<file path="src/rtl/mbss_pkg.sv">
// types, codes and defaults shared by the substring search block
`timescale 1ns / 1ps

package mbss_pkg;

    localparam int TEXT_DEPTH_DEF    = 1024;
    localparam int PATTERN_DEPTH_DEF = 64;
    localparam int QUEUE_DEPTH       = 4;
    localparam int POS_W             = 10;
    localparam int MAP_DEPTH         = 256;

    localparam logic [1:0] MODE_LEAD    = 2'd0;
    localparam logic [1:0] MODE_PATTERN = 2'd1;
    localparam logic [1:0] MODE_TEXT    = 2'd2;
    localparam logic [1:0] MODE_SEARCH  = 2'd3;

    localparam logic [2:0] STATUS_FOUND       = 3'd0;
    localparam logic [2:0] STATUS_NOT_FOUND   = 3'd1;
    localparam logic [2:0] STATUS_EMPTY_TEXT  = 3'd2;
    localparam logic [2:0] STATUS_BAD_PATTERN = 3'd3;
    localparam logic [2:0] STATUS_OVERRUN     = 3'd4;

    typedef struct packed {
        logic [1:0] mode;
        logic [7:0] byte_value;
        logic       lead_flag;
    } cmd_beat_t;

    typedef struct packed {
        logic [2:0]       status;
        logic [POS_W-1:0] position;
    } rsp_beat_t;

    typedef enum logic [1:0] {
        OP_LEAD,
        OP_PATTERN,
        OP_TEXT,
        OP_SEARCH
    } op_t;

    typedef struct packed {
        op_t        op;
        logic [7:0] data;
        logic       flag;
    } op_beat_t;

    typedef enum logic [2:0] {
        BS_CLEAR,
        BS_IDLE,
        BS_READ,
        BS_LOOKUP,
        BS_COMPARE,
        BS_DONE
    } back_state_t;

endpackage

</file>
<file path="src/rtl/mbss_queue.sv">
// short queue of classified operations between front and back
`timescale 1ns / 1ps

module mbss_queue
    import mbss_pkg::*;
(
    input  logic     clk,
    input  logic     rst_n,
    input  logic     push_valid,
    output logic     push_stall,
    input  op_beat_t push_data,
    output logic     pop_valid,
    input  logic     pop,
    output op_beat_t pop_data
);

    localparam int QAW = $clog2(QUEUE_DEPTH);
    localparam int QCW = $clog2(QUEUE_DEPTH + 1);

    op_beat_t       slot_reg [QUEUE_DEPTH];
    logic [QAW-1:0] wr_ptr_reg;
    logic [QAW-1:0] wr_ptr_next;
    logic [QAW-1:0] rd_ptr_reg;
    logic [QAW-1:0] rd_ptr_next;
    logic [QCW-1:0] fill_reg;
    logic [QCW-1:0] fill_next;
    logic           do_push;
    logic           do_pop;

    assign push_stall = (fill_reg == QCW'(QUEUE_DEPTH));
    assign pop_valid  = (fill_reg != '0);
    assign pop_data   = slot_reg[rd_ptr_reg];
    assign do_push    = push_valid && !push_stall;
    assign do_pop     = pop && pop_valid;

    always_comb
    begin
        wr_ptr_next = wr_ptr_reg;
        rd_ptr_next = rd_ptr_reg;
        fill_next   = fill_reg;
        if (do_push)
        begin
            wr_ptr_next = (wr_ptr_reg == QAW'(QUEUE_DEPTH - 1)) ? '0 : wr_ptr_reg + 1'b1;
        end
        if (do_pop)
        begin
            rd_ptr_next = (rd_ptr_reg == QAW'(QUEUE_DEPTH - 1)) ? '0 : rd_ptr_reg + 1'b1;
        end
        if (do_push && !do_pop)
        begin
            fill_next = fill_reg + 1'b1;
        end
        else if (!do_push && do_pop)
        begin
            fill_next = fill_reg - 1'b1;
        end
    end

    always_ff @(posedge clk or negedge rst_n)
    begin
        if (!rst_n)
        begin
            wr_ptr_reg <= '0;
            rd_ptr_reg <= '0;
            fill_reg   <= '0;
        end
        else
        begin
            wr_ptr_reg <= wr_ptr_next;
            rd_ptr_reg <= rd_ptr_next;
            fill_reg   <= fill_next;
        end
    end

    always_ff @(posedge clk)
    begin
        if (do_push)
        begin
            slot_reg[wr_ptr_reg] <= push_data;
        end
    end

endmodule

</file>
<file path="config.mk">
export PLATFORM = sky130hd
export DESIGN_NAME = mbss_queue
export DESIGN_NICKNAME = d
export VERILOG_FILES = /design/src/rtl/mbss_pkg.sv /design/src/rtl/mbss_queue.sv
export SDC_FILE = /design/constraint.sdc
export NUM_CORES = 1
export LEC_CHECK = 0
export ABC_AREA = 1
export BUFFER_PORTS_ARGS = -buffer_cell sky130_fd_sc_hd__buf_2
export CAP_MARGIN = 20
export CORE_AREA = 2 2 70 72
export DETAILED_ROUTE_END_ITERATION = 8
export DIE_AREA = 0 0 72 74
export PLACE_DENSITY = 0.72
export SETUP_SLACK_MARGIN = 0.3
export SLEW_MARGIN = 25
export SYNTH_ARGS = -nofsm -noshare
export SYNTH_HDL_FRONTEND = slang
export SYNTH_SLANG_ARGS = --single-unit
export TNS_END_PERCENT = 20
</file>
<file path="constraint.sdc">
create_clock -name clk -period 2 [get_ports clk]
set_clock_uncertainty 0.15 [all_clocks]
set_input_delay 0.3 -clock clk [delete_from_list [all_inputs] [get_ports clk]]
set_output_delay 0.3 -clock clk [all_outputs]
set_load 0.03 [all_outputs]
</file>
# Yosys cells after proc, flatten, opt, wreduce, memory -nomap -nowiden
# Memories as Yosys holds them, arrays and structs flattened.
# Cells that the tools add are included.
# word_totals
regBits	7
mem_bits_rw	44
input_bits	15
out_inout_bits	13
wordCells	26
memories	1
# memory_table
name	depth	width	read_ports	rd_clocked_by_memory_dff	wr	line	text
slot_reg	4	11	1	0	1	mbss_queue.sv:20	op_beat_t slot_reg [QUEUE_DEPTH];
# classes
add_sub_neg	4
n_eq_ne	3
mux	6
n_reduce_logical	9
# ops
op	n
3-bit two-way mux	2
2-bit by 1-bit adder with 2-bit output (second input constant)	2
2-bit equality test (second input constant)	2
1-bit logical AND	4
2-bit two-way mux	2
3-bit by 1-bit adder with 3-bit output (second input constant)	1
3-bit equality test (second input constant)	1
1-bit zero test	3
3-bit nonzero test	1
3-bit by 1-bit subtractor with 3-bit output (second input constant)	1
1-bit two-way mux	2
2-bit nonzero test	1

# Longest topological paths before layout
# depth
depth_word	7
mapped_depth	12
mapped_depth_nobuf	12

# Worst setup path before layout
# Ideal clock, no wire load.
# synth_timing
path_kind	register to register
startpoint	register fill_reg[0]
endpoint	register fill_reg[2]
setup_time_ns	0.117
arrival_ns	1.798
required_time_ns	1.733
slack_ns	-0.065
path_stages_with_launch	11
path_buffers	0
synth_period_minus_slack_ns	2.065
path_cell_list	dfrtp_1 -> inv_2 -> nand3_1 -> nand2_1 -> ha_1 -> inv_1 -> fa_1 -> nand2_1 -> nand3_1 -> nand2_1 -> nand2_1
# synth_via
elab_cells_between_ends	14
cone_classes	add/sub: 2; eq/ne: 1; mux: 2; reduce/logical: 9
# synth_rtl
element	line	text
from (decl)	mbss_queue.sv:25	logic [QCW-1:0] fill_reg;
from (signal assigned)	mbss_queue.sv:71	fill_reg <= fill_next;
3-bit nonzero test (*)	mbss_queue.sv:31	assign pop_valid = (fill_reg != '0);
named net pop_valid	mbss_queue.sv:12	output logic pop_valid,
1-bit logical AND (*)	mbss_queue.sv:34	assign do_pop = pop && pop_valid;
1-bit zero test	mbss_queue.sv:49	if (do_push && !do_pop)
1-bit logical AND	mbss_queue.sv:49	
3-bit two-way mux / 2-bit nonzero test (equally long branches)	n/a	
# The timed path passes the listed nets; every way through them passes the cells marked *. The select of a mux whose other input is x is not followed.
# A chain may end at the register's enable or synchronous reset.

==> summary.md <==
| Metric | Value |
|---|---|
| I/O Pins | 28 |
| Synth top area share | about three fifths |
| Worst Path Max Fanout | 28 |
| Layout cell share with drive strength beyond 1 | ~25% |
| Detailed Route Iter0 Violations | a little under 100 |
| Final worst slack | ~180 ps |
| Final Wtd Congestion | between 0.7 and 0.8 |
| Fmax | approximately 0.55 GHz |
| Fin. Hold Viols | 0 |
| Post-synth top cells | nand2_1 (47), edfxtp_1 (44), inv_1 (35), o211ai_1 (22) |
| Grt peak-use layer | met2 |
| Vias in the first global route | approximately 1200 |
| Synth Area in Adders | between 4 and 5% |
| Clock root buffer | clkbuf_8 |
| Post-synth EDFFs | between 40 and 50 |
| Post-synthesis simple-gate area fraction | between 10 and 15% |
| Seq. cell area | about 0.0015 mm^2 |
| Synthesized instance count | 188 |
| RSZ-0062 raised after global routing | true |
| Buffers on Ports | 27 |
| GRT met1 Usage | between 15 and 20% |
| Static leakage | ~0.0011 uW |
| Detail Route Antenna Nets | 0 |
| Final setup violation count | 0 |
| Initial Util | ~48% |
| Total Wirelength | 3.387 mm |
| Max stage delay cell, worst path | dfrtp_1 |
| Fin cells | roughly 280 |
| Clk slew on worst S/H paths | roughly 90 ps |
| Die width | just over 70 um |
| FILL cells | 375 |
| Status | finished, final reports clean |
| Seq/Total Area, Yosys | 67.34% |
| Layout net count | about 250 |
| Finished Core Util | 57.03% |
| DP Worst Slack | roughly 130 ps |
| Synthesized area | approximately 0.0022 mm^2 |
| Slew headroom | 87.93% |
| Req. time, crit path | roughly 1600 ps |
| Initial DRT Pass Iterations | 4 |
| Critical path type | reg2out |
| CP Launch Type | flip-flop |
| Post-Syn Nets | 210 |
| Synth cell types | 16 |
| Register bit count reported by yosys | between 50 and 60 |
| Met3 track demand over resource | 3.930% |
| Initial antenna violation count | 0 |
| Compound-Gate Fraction of Synth Area | 7.658% |
| Placed cell count | between 200 and 300 |
| Multiplexer share of the synthesized area | 0% |
| Largest family of logic cells by synthesized area | simple AND/OR/NAND/NOR gates |
| Least-Margin Pin Slew | roughly 180 ps |
| Die area | approximately 0.0053 mm^2 |
| First-pass GRT wire length | between 5 and 6 mm |
| H-tree levels | 2 |
| Top post-synthesis cells by area | edfxtp_1 (59%), nand2_1 (7.9%), dfrtp_1 (7.9%) |
| Peak VDD IR | 0.8170 mV |
| Die H | roughly 74 um |
| Max clock buf depth | 2 |
| Hold Crit Class | in2reg |
| Syn Area/Cell | ~12 um^2 |
| Multi-input logic area | ~570 um^2 |
| Worst-Skew Late Latency | 300 ps |
| Core Region | between 0.004 and 0.005 mm^2 |
| DRC viols | 0 |
| CTS sink cnt | between 50 and 60 |
| Area grow syn2layout | 18.02% |
| CTS buffer count | 5 |
| HPWL after DPL | between 2 and 2.5 mm |
| Grt ovf | 0 |
| Max Cap Viol | 0 |
| Total track usage | between 10% and 20% |
| Minimum clock period after layout | roughly 1800 ps |
| Synth Area in XOR/XNOR | less than 1% |
| Post-synth top area cell | edfxtp_1 |
| Setup_tns | 0 ps |
| Most common cell in the netlist | nand2_1 |
| CP arrival | about 1400 ps |
| R2R setup slack | 190 ps |
| Pwr per Cell Area | 1501 mW/mm^2 |
| Slew Viols, Final | 0 |
| Via Count | approximately 1300 |
| Via density | approximately 4.8 |
| Diode count | 0 |
| Max FFs per register | 44 |
| Yosys warnings | 0 |
| CTS tree | done |
| CP peak stage delay | about 430 ps |
| Asr flop ratio synth | around 14% |
| Top FF cell, synth | edfxtp_1 |
| Final Cycle Share | 90.80% |
| Met2 track demand over resource | around 25% |
| Routed len/inst | between 10 and 15 um |
| Critical Path Sink Type | primary output |
| Crit-path cells | buf_8, o211ai_1, nand2_1, buf_4 |
| Largest net degree at the start of global routing | 29 |
| Core Rows | 25 |
## cells in the final DEF (no fill, tap or decap), types with 3 or more instances in the layout
cell type / Yosys / routed
buf_2: 2 / 24
buf_4: 0 / 8
buf_6: 5 / 3
clkbuf_8: 0 / 5
dfrtp_1: 7 / 6
edfxtp_1: 44 / 44
ha_1: 6 / 5
inv_1: 35 / 32
inv_2: 2 / 4
nand2_1: 47 / 46
nand3_1: 7 / 5
nor2_1: 6 / 6
o211ai_1: 22 / 22
## layer usage
metal	up-vias	part of all wire [%]
li1	704	-
met1	599	41
met2	27	53
met3	6	4.5
met4	0	1.6
met5	-	0
## per-stage QoR
| step | hold WS, ps | total power (uW) | area [um^2] |
|---|---|---|---|
| floorplan | -145.6 | 2869 | 2267 |
| global placement | -6.851 | 3208 | 2456 |
| detailed placement | -4.982 | 3249 | 2456 |
| CTS | 46.33 | 3972 | 2620 |
| global route | 38.18 | 4235 | 2623 |
| finish | 57.67 | 3935 | 2623 |
## worst max-delay path: cells and delay by family, from the launching register on
family / cells / cell delay, ps
DFF: 1 / 430
buffers and inverters: 2 / 350
AOI/OAI and AO/OA: 1 / 190
and+or+nand+nor: 1 / 90
## power breakdown
part           total [uW]  internal [uW]  switching [uW]
sequential           1540           1420             117
clock                 590            257             333
combinational        1810            637            1170
total                3940           2310            1620
## path summary, 6_finish.rpt
kind | end | depth (start not counted) | from
hold / removal | slot_reg[2][7] | 1 | push_data[7]
setup / recovery | pop_data[2] | 4 | rd_ptr_reg[0]
hold reg to reg | wr_ptr_reg[1] | 2 | wr_ptr_reg[1]
min in group asynchronous | fill_reg[2] | 2 | rst_n
max in group asynchronous | rd_ptr_reg[1] | 2 | rst_n
setup reg to reg | fill_reg[1] | 9 | fill_reg[1]
## kinds of logic after synthesis
kind of cell / Yosys count
compound gates: 23
fa+ha+maj: 7
xor+xnor: 1
buf+inv: 44
flops: 51
simple gates: 62
## cell type report
class,count,share of cell area [%]
Multi-Input combinational cell,93,21.85
Clock inverter,3,1.002
Inverter,37,5.439
Timing Repair inverter,1,0.2863
Timing Repair Buffer,37,9.113
Clock buffer,5,2.624
Tap cell,54,2.576
Sequential cell,51,57.11
## timing repair
item,CTS,global route
hold buffers,1,0
cloned,1,0
hold endpoints to repair,7,0
endpoints found under the setup margin,14,13
resized for setup,11,2
pin swaps,0,3
buffers inserted,2,0
(Power assumes the default switching activity.)
