<file path="config.mk">
export PLATFORM = sky130hd
export DESIGN_NAME = mbss_front
export DESIGN_NICKNAME = d
export VERILOG_FILES = /design/src/rtl/mbss_pkg.sv /design/src/rtl/mbss_front.sv
export SDC_FILE = /design/constraint.sdc
export NUM_CORES = 1
export LEC_CHECK = 0
export BUFFER_PORTS_ARGS = -buffer_cell sky130_fd_sc_hd__buf_4
export CAP_MARGIN = 20
export CORE_AREA = 2 2 39 41
export CTS_CLUSTER_SIZE = 10
export DETAILED_ROUTE_END_ITERATION = 16
export DIE_AREA = 0 0 41 43
export GPL_ROUTABILITY_DRIVEN = 1
export GPL_TIMING_DRIVEN = 0
export PLACE_DENSITY = 0.61
export SYNTH_ARGS = -nofsm -noshare
export SYNTH_HDL_FRONTEND = slang
export SYNTH_SLANG_ARGS = --single-unit
</file>
<file path="constraint.sdc">
create_clock -name clk -period 1.4 [get_ports clk]
set_input_delay 0.28 -clock clk [delete_from_list [all_inputs] [get_ports clk]]
set_output_delay 0.28 -clock clk [all_outputs]
set_load 0.1 [all_outputs]
</file>
<file path="src/rtl/mbss_pkg.sv">
// types, codes and defaults shared by the substring search block
`timescale 1ns / 1ps

package mbss_pkg;

    localparam int TEXT_DEPTH_DEF    = 1024;
    localparam int PATTERN_DEPTH_DEF = 64;
    localparam int QUEUE_DEPTH       = 4;
    localparam int POS_W             = 10;
    localparam int MAP_DEPTH         = 256;

    localparam logic [1:0] MODE_LEAD    = 2'd0;
    localparam logic [1:0] MODE_PATTERN = 2'd1;
    localparam logic [1:0] MODE_TEXT    = 2'd2;
    localparam logic [1:0] MODE_SEARCH  = 2'd3;

    localparam logic [2:0] STATUS_FOUND       = 3'd0;
    localparam logic [2:0] STATUS_NOT_FOUND   = 3'd1;
    localparam logic [2:0] STATUS_EMPTY_TEXT  = 3'd2;
    localparam logic [2:0] STATUS_BAD_PATTERN = 3'd3;
    localparam logic [2:0] STATUS_OVERRUN     = 3'd4;

    typedef struct packed {
        logic [1:0] mode;
        logic [7:0] byte_value;
        logic       lead_flag;
    } cmd_beat_t;

    typedef struct packed {
        logic [2:0]       status;
        logic [POS_W-1:0] position;
    } rsp_beat_t;

    typedef enum logic [1:0] {
        OP_LEAD,
        OP_PATTERN,
        OP_TEXT,
        OP_SEARCH
    } op_t;

    typedef struct packed {
        op_t        op;
        logic [7:0] data;
        logic       flag;
    } op_beat_t;

    typedef enum logic [2:0] {
        BS_CLEAR,
        BS_IDLE,
        BS_READ,
        BS_LOOKUP,
        BS_COMPARE,
        BS_DONE
    } back_state_t;

endpackage

</file>
<file path="src/rtl/mbss_front.sv">
// front stage: takes command beats and classifies them into operations
`timescale 1ns / 1ps

module mbss_front
    import mbss_pkg::*;
(
    input  logic      clk,
    input  logic      rst_n,
    input  logic      cmd_valid,
    output logic      cmd_stall,
    input  cmd_beat_t cmd,
    output logic      op_valid,
    input  logic      op_stall,
    output op_beat_t  op
);

    logic     hold_valid_reg;
    logic     hold_valid_next;
    op_beat_t hold_reg;
    op_beat_t decoded;
    logic     take;

    always_comb
    begin
        decoded.data = cmd.byte_value;
        decoded.flag = cmd.lead_flag;
        case (cmd.mode)
            MODE_LEAD:    decoded.op = OP_LEAD;
            MODE_PATTERN: decoded.op = OP_PATTERN;
            MODE_TEXT:    decoded.op = OP_TEXT;
            MODE_SEARCH:  decoded.op = OP_SEARCH;
            default:      decoded.op = OP_SEARCH;
        endcase
    end

    assign cmd_stall = hold_valid_reg && op_stall;
    assign take      = cmd_valid && !cmd_stall;

    always_comb
    begin
        hold_valid_next = hold_valid_reg;
        if (!hold_valid_reg || !op_stall)
        begin
            hold_valid_next = cmd_valid;
        end
    end

    always_ff @(posedge clk or negedge rst_n)
    begin
        if (!rst_n)
        begin
            hold_valid_reg <= 1'b0;
        end
        else
        begin
            hold_valid_reg <= hold_valid_next;
        end
    end

    always_ff @(posedge clk)
    begin
        if (take)
        begin
            hold_reg <= decoded;
        end
    end

    assign op_valid = hold_valid_reg;
    assign op       = hold_reg;

endmodule

</file>
* Yosys cells after proc, flatten, opt, wreduce, memory -nomap -nowiden
Index checks and enable logic that the tools add are counted.
Cells by class: eq/ne operators 3, mux-type cells 1, reductions and logical operators 7
Operators with widths (number):
- 2-bit one-hot mux with 4 select lines | 1
- 2-bit equality test (second input constant) | 2
- 1-bit zero test | 3
- 2-bit by 1-bit equality test with 1-bit output (second input constant) | 1
- 1-bit logical AND | 2
- 2-bit zero test | 1
- 1-bit logical OR | 1
Word-level totals: register bits 12, input port bits 15, output and inout port bits 13, logic and storage cells 15

* Longest topological paths before layout
Gate-level depths: netlist of run 1.
depth after elaboration 3, depth in mapped cells 1, mapped depth without buffers 1

* Least setup slack after synthesis of run 1
Ideal clock, no wire load.
path type register to output, start point register hold_valid_reg (netlist: op_valid), end point output port cmd_stall, arrival 1809 ps, required time 1120 ps, path slack -689 ps, cell stages (with the launch flop) 2, buffers on the path 0, cells stage by stage dfrtp_1 -> and2_1
On the way: word-level cells in the longest chain between the ends 1
Ends and longest elaborated chain:
- start: declaration | RTL line mbss_front.sv:17 | logic hold_valid_reg;
- start signal: assignment | RTL line mbss_front.sv:56 | hold_valid_reg <= hold_valid_next;
- 1-bit logical AND | RTL line mbss_front.sv:36 | assign cmd_stall = hold_valid_reg && op_stall;
- end: declaration | RTL line mbss_front.sv:10 | output logic cmd_stall,
No other way between the ends.

* Worst setup path after layout of run 1
Same ends and word-level chain as after synthesis.

==> flow_summary.yaml, run 1 <==
power:
  pwr-share-clk: 0.284
  p_sw_frac: 0.3128
  p_int_w: 0.0006307
  leakage_nw: 0.2820
  ir_worst_vdd_mv: 0.5703
  p_comb_frac: 0.255
  p_sw_w: 0.0002871
  power_frac_seq: 0.461
  p_total_w: 0.0009178
  power_density_nw_per_um2: 1397
cts:
  cts_inserted_buffers: 3
  cts_buffer_depth: 2
  cts.clk_slew.worst_paths_ns: 0.07
  cts_sinks: 12
  clock_latency_ns: 0.26
  root_buffer: "clkbuf_4"
  h-tree-depth: 1
  postCtsSetupRepairBufs: 0
  cts_tree: "done"
grt:
  grt_pass1_wl_um: 979
  overflow: 0
  grt_pass1_vias: 268
  antenna_found_initial: 0
  grt_max_degree: 12
  grt.total_usage: 0.09353
synth:
  synthCells: 17
  synthesis.area_um2: 387.9
  ys_types: 6
  avgSynthCellArea_um2: 22.82
  synth_warnings: 0
  synth.yosys.seq_area_share: 0.9161
  synth_nets: 32
  ys_seq_elements: 12
place:
  dp_cells: 58
  portBuffers: 25
  place_congestion: 0.5932
  postPlaceCellArea_um2: 606.8
final_layout:
  syn2layout_area_growth_pct: 69.35
  n_antenna_cell: 0
  fin_cells: 63
  fin_area_um2: 656.9
  final_layout_size_suffix_gt1_frac: 0.6809
  nets: 63
timing:
  tns_ns: 0
  setup_viol: 0
  fin_hold_ws_ns: 0.1887
  slew_viol_final: 0
  hold_violations: 0
  tightest_slew_ns: 0.3536
  min_period_over_period: 0.9438
  slew-limit-headroom: 0.7637
  rsz0062_at_grt: "no"
  fin_skew_ns: 0.002042
  fmax_mhz: 756.8
  post-route-min-period_ns: 1.321
critical_path:
  required_ns: 1.12
  crit_type: "register to primary output"
  endpoint_kind: "primary output"
  arrival_ns: 1.04
  cp_max_fo: 4
  cp-start-kind: "register"
routing:
  post_drt_wl_per_cell_um: 11.52
  final_antenna_net_count: 0
  post-route-drc-count: 0
  num_vias: 255
  first_iter_violations: 0
  vias_per_cell: 4.048
  routed_wl_um: 726
  firstDrtPassIters: 1
floorplan:
  die_x_um: 41
  pin_count: 28
  die_h_um: 43
  num_rows: 14
  die_area_um2: 1763
  core_um2: 1384
  initial_utilization: 0.2803
job:
  maxCapViolations: 0
hold_path:
  hold_class: "input port to register"
status:
  run_status: "finished clean"
-- path summary, 6_finish.rpt --
check / start / endpoint / slack (ns) / cells after the start
max: op_valid$_DFFE_PN0N_ / cmd_stall / 0.08 / 2
min: cmd[10] / op[10]$_DFFE_PP_ / 0.19 / 1
max reg2reg: op_valid$_DFFE_PN0N_ / op[7]$_DFFE_PP_ / 0.28 / 1
min reg2reg: op_valid$_DFFE_PN0N_ / op_valid$_DFFE_PN0N_ / 0.56 / 1
max in group asynchronous: rst_n / op_valid$_DFFE_PN0N_ / 0.99 / 2
min in group asynchronous: rst_n / op_valid$_DFFE_PN0N_ / 0.32 / 2
-- flip-flops by register name, summed over array words and instances (netlist names) --
register,count
op,11
op_valid,1
-- worst max-delay path, cell delays in order (launching register included) --
cell and delay [ns]:
dfrtp_2 0.44, and2_4 0.17, buf_6 0.17
-- cell families after synthesis --
kind of cell,share of synthesized area
buffers and inverters,0.01936
flip-flops,0.9161
AO/OA/AOI/OAI,0.04839
AND/OR/NAND/NOR,0.01614
-- cells in the mapped netlist, drive strengths merged --
cell | n | area [um^2]
a21boi | 1 | 11.26
edfxtp | 11 | 330.3
a21o | 1 | 7.510
clkbuf | 2 | 7.510
and2 | 1 | 6.260
dfrtp | 1 | 25.02
-- repair_timing --
| item | in CTS | in global routing |
|---|---|---|
| setup endpoints to repair | 0 | 1 |
| hold endpoints to repair | 1 | 0 |
| hold buffers | 1 | 0 |
| gates resized for setup | 0 | 1 |
-- cells in the final DEF (no fill, tap or decap), drive strengths merged --
cell type     n
dfrtp         1
buf          25
dlygate4sd3   1
clkbuf        6
a21boi        1
edfxtp       11
and2          1
a21o          1
-- per-stage QoR --
step                setup WS [ns]    util
finish                    0.07863  0.4747
global placement           0.2942  0.4385
detailed placement         0.2704  0.4385
floorplan               -0.004665       -
global route              0.04066  0.4747
CTS                       0.01552  0.4720
-- power groups by stage --
stage | sequential [W] | combinational (W) | clock (W)
6_report | 0.000423 | 0.000234 | 0.000261
5_1_grt | 0.000425 | 0.000241 | 0.000290
2_1_floorplan | 0.000570 | 0.0000304 | 0
4_1_cts | 0.000424 | 0.000234 | 0.000272
3_3_place_gp | 0.000431 | 0.000230 | 0
3_5_place_dp | 0.000432 | 0.000232 | 0
-- layer usage --
metal,global-route usage,share of wire,up-vias
li1,-,-,124
met1,0.09722,0.41,105
met2,0.1250,0.43,26
met3,0.07330,0.17,0
met4,0.06000,0,0
met5,0,0,-
-- area by class of cell --
| cell class | instances | area, um^2 |
|---|---|---|
| plain buffers | 2 | 7.507 |
| clock buffers | 4 | 36.28 |
| fillers | 123 | 726.9 |
| multi-input cells | 3 | 35.03 |
| flip-flops and latches | 12 | 356.6 |
| well taps | 16 | 20.02 |
| repair buffers | 26 | 201.4 |
No activity file was read; power rests on OpenSTA's default activity.
==> run 2, diff against run 1 <==
Settings changed: ABC_AREA from default to 1, PLACE_DENSITY 0.61 to 0.6.
==> flow_summary.yaml, run 2 <==
timing:
  rsz0062_at_grt: "yes"
  slew-limit-headroom: 0.6145
  setup_viol: 0
  finalWorstSetupSlack_ns: 0.02604
  min_period_over_period: 0.9814
  fmax_mhz: 727.8
  fin_skew_ns: 0.008999
  tightest_slew_ns: 0.5783
  hold_violations: 0
  slew_viol_final: 0
  tns_ns: 0
  post-route-min-period_ns: 1.374
synth:
  synth_common_cells: "11 x edfxtp_1, 2 x clkbuf_1, 2 x inv_1, 2 x nand2_1"
  synthArstFlopShare: 0.08333
  avgSynthCellArea_um2: 20.15
  synth_warnings: 0
  synth.yosys.seq_area_share: 0.9281
  synthFlopType: "edfxtp_1"
  synthCells: 19
  synth_edf_count: 11
  yosys.area.top_type: "edfxtp_1"
  synth.most_common_cell: "edfxtp_1"
  synthesis.area_um2: 382.9
  synth_top_area_share: 0.8627
  ys_seq_elements: 12
  synth_area_leaders: "edfxtp_1 86%, dfrtp_1 6.5%, clkbuf_1 2.0%"
  ys_types: 6
  synth_nets: 34
critical_path:
  arrival_ns: 1.09
  crit_type: "register to primary output"
  cp-start-kind: "register"
  cp_max_fo: 3
  endpoint_kind: "primary output"
  required_ns: 1.12
grt:
  antenna_found_initial: 0
  grt_pass1_wl_um: 966
  grt_pass1_vias: 260
  grt.total_usage: 0.08821
  overflow: 0
  grt_max_degree: 12
final_layout:
  seqCellArea_um2: 359.1
  final_common_cell: "buf_4"
  final_cell_mix: "24 x buf_4, 11 x edfxtp_1, 3 x clkbuf_1, 3 x clkbuf_4"
  syn2layout_area_growth_pct: 69.61
  final_layout_size_suffix_gt1_frac: 0.6531
  multi_input_area_um2: 23.77
  utilization: 0.4693
  fillers: 132
  n_antenna_cell: 0
  largest_reg_flops: 11
  fin_cells: 65
  nets: 65
power:
  p_comb_frac: 0.269
  p_sw_w: 0.0002855
  power_density_nw_per_um2: 1334
  p_sw_frac: 0.3295
  power_frac_seq: 0.489
  leakage_nw: 0.2741
  ir_worst_vdd_mv: 0.4317
  pwr-share-clk: 0.242
  p_int_w: 0.0005810
routing:
  first_iter_violations: 0
  firstDrtPassIters: 1
  post_drt_wl_per_cell_um: 10.88
  routed_wl_um: 707
  num_vias: 258
  final_antenna_net_count: 0
  vias_per_cell: 3.969
  post-route-drc-count: 0
floorplan:
  die_h_um: 43
  pin_count: 28
  num_rows: 14
  die_x_um: 41
  die_area_um2: 1763
  core_um2: 1384
  initial_utilization: 0.2767
job:
  maxCapViolations: 0
cts:
  clock_latency_ns: 0.26
  h-tree-depth: 1
  cts_sinks: 12
  cts_tree: "done"
  postCtsSetupRepairBufs: 0
  cts.clk_slew.worst_paths_ns: 0.07
  root_buffer: "clkbuf_4"
  cts_buffer_depth: 2
  cts_inserted_buffers: 3
place:
  portBuffers: 25
  place_ws_ns: 0.02826
  place_congestion: 0.6033
  dp_cells: 60
status:
  run_status: "finished clean"
hold_path:
  hold_class: "input port to register"
## run 2: cell types whose count changed after synthesis
cell	before	now
a21boi_2	1	0
a21o_1	1	0
a21oi_1	0	1
and2_1	1	0
inv_1	0	2
nand2_1	0	2
## run 2: cell type report
cell class              instances  area share
well taps                      16     0.03083
inverters                       2     0.01734
repair buffers                 26      0.3102
plain buffers                   2     0.01156
clock buffers                   4     0.04046
flip-flops and latches         12      0.5530
multi-input cells               3     0.03661
## run 2: per-stage QoR
step	hold WS (ns)	instance area (um^2)	total power (W)
after CTS	0.1694	649.4	0.0008828
after floorplan	-0.01557	401.6	0.0006006
final	0.1793	649.4	0.0008664
after global routing	0.1638	649.4	0.0009061
after global placement	0.05544	609.3	0.0006613
after detailed placement	0.05733	609.3	0.0006630
## run 2: worst max-delay path: stages, from the launching register on
cell and delay [ns]:
dfrtp_4 0.50, nand2_4 0.08, clkinvlp_4 0.07, buf_6 0.18
## run 2: power by group through the flow
stage	Clock, W	Sequential (W)	Combinational, W
3_3_place_gp	0	0.000431	0.000230
6_report	0.000209	0.000424	0.000233
3_5_place_dp	0	0.000432	0.000231
2_1_floorplan	0	0.000571	0.0000299
4_1_cts	0.000224	0.000424	0.000235
5_1_grt	0.000240	0.000426	0.000240
## run 2: metal layers
| metal | GRT usage | up-vias | part of all wire |
|---|---|---|---|
| li1 | - | 124 | - |
| met1 | 0.08276 | 111 | 0.35 |
| met5 | 0 | - | 0 |
| met3 | 0.06806 | 0 | 0.17 |
| met4 | 0.04000 | 0 | 0 |
| met2 | 0.1344 | 23 | 0.48 |
## run 2: repair_timing
item	in CTS	in global routing
resized for setup	1	0
endpoints found under the hold margin	1	0
endpoints found under the setup margin	1	12
hold buffers	1	0
## run 2: cells by family (layout without fill, tap and decap cells)
kind of cell	Yosys count	in the layout	synth area share
flip-flops	12	12	0.9281
buffers and inverters	4	34	0.03923
AND/OR/NAND/NOR	2	2	0.01962
AO/OA/AOI/OAI	1	1	0.01306
## run 2: worst paths after layout
| kind | cells after the start | endpoint | start | slack, ns |
|---|---|---|---|---|
| min in group asynchronous | 2 | op_valid$_DFFE_PN0N_ | rst_n | 0.33 |
| max in group asynchronous | 2 | op_valid$_DFFE_PN0N_ | rst_n | 0.98 |
| worst min-delay path | 1 | op[9]$_DFFE_PP_ | cmd[9] | 0.18 |
| worst max-delay path | 3 | cmd_stall | op_valid$_DFFE_PN0N_ | 0.03 |
| worst min register to register | 2 | op_valid$_DFFE_PN0N_ | op_valid$_DFFE_PN0N_ | 0.58 |
| worst max register to register | 1 | op[3]$_DFFE_PP_ | op_valid$_DFFE_PN0N_ | 0.05 |
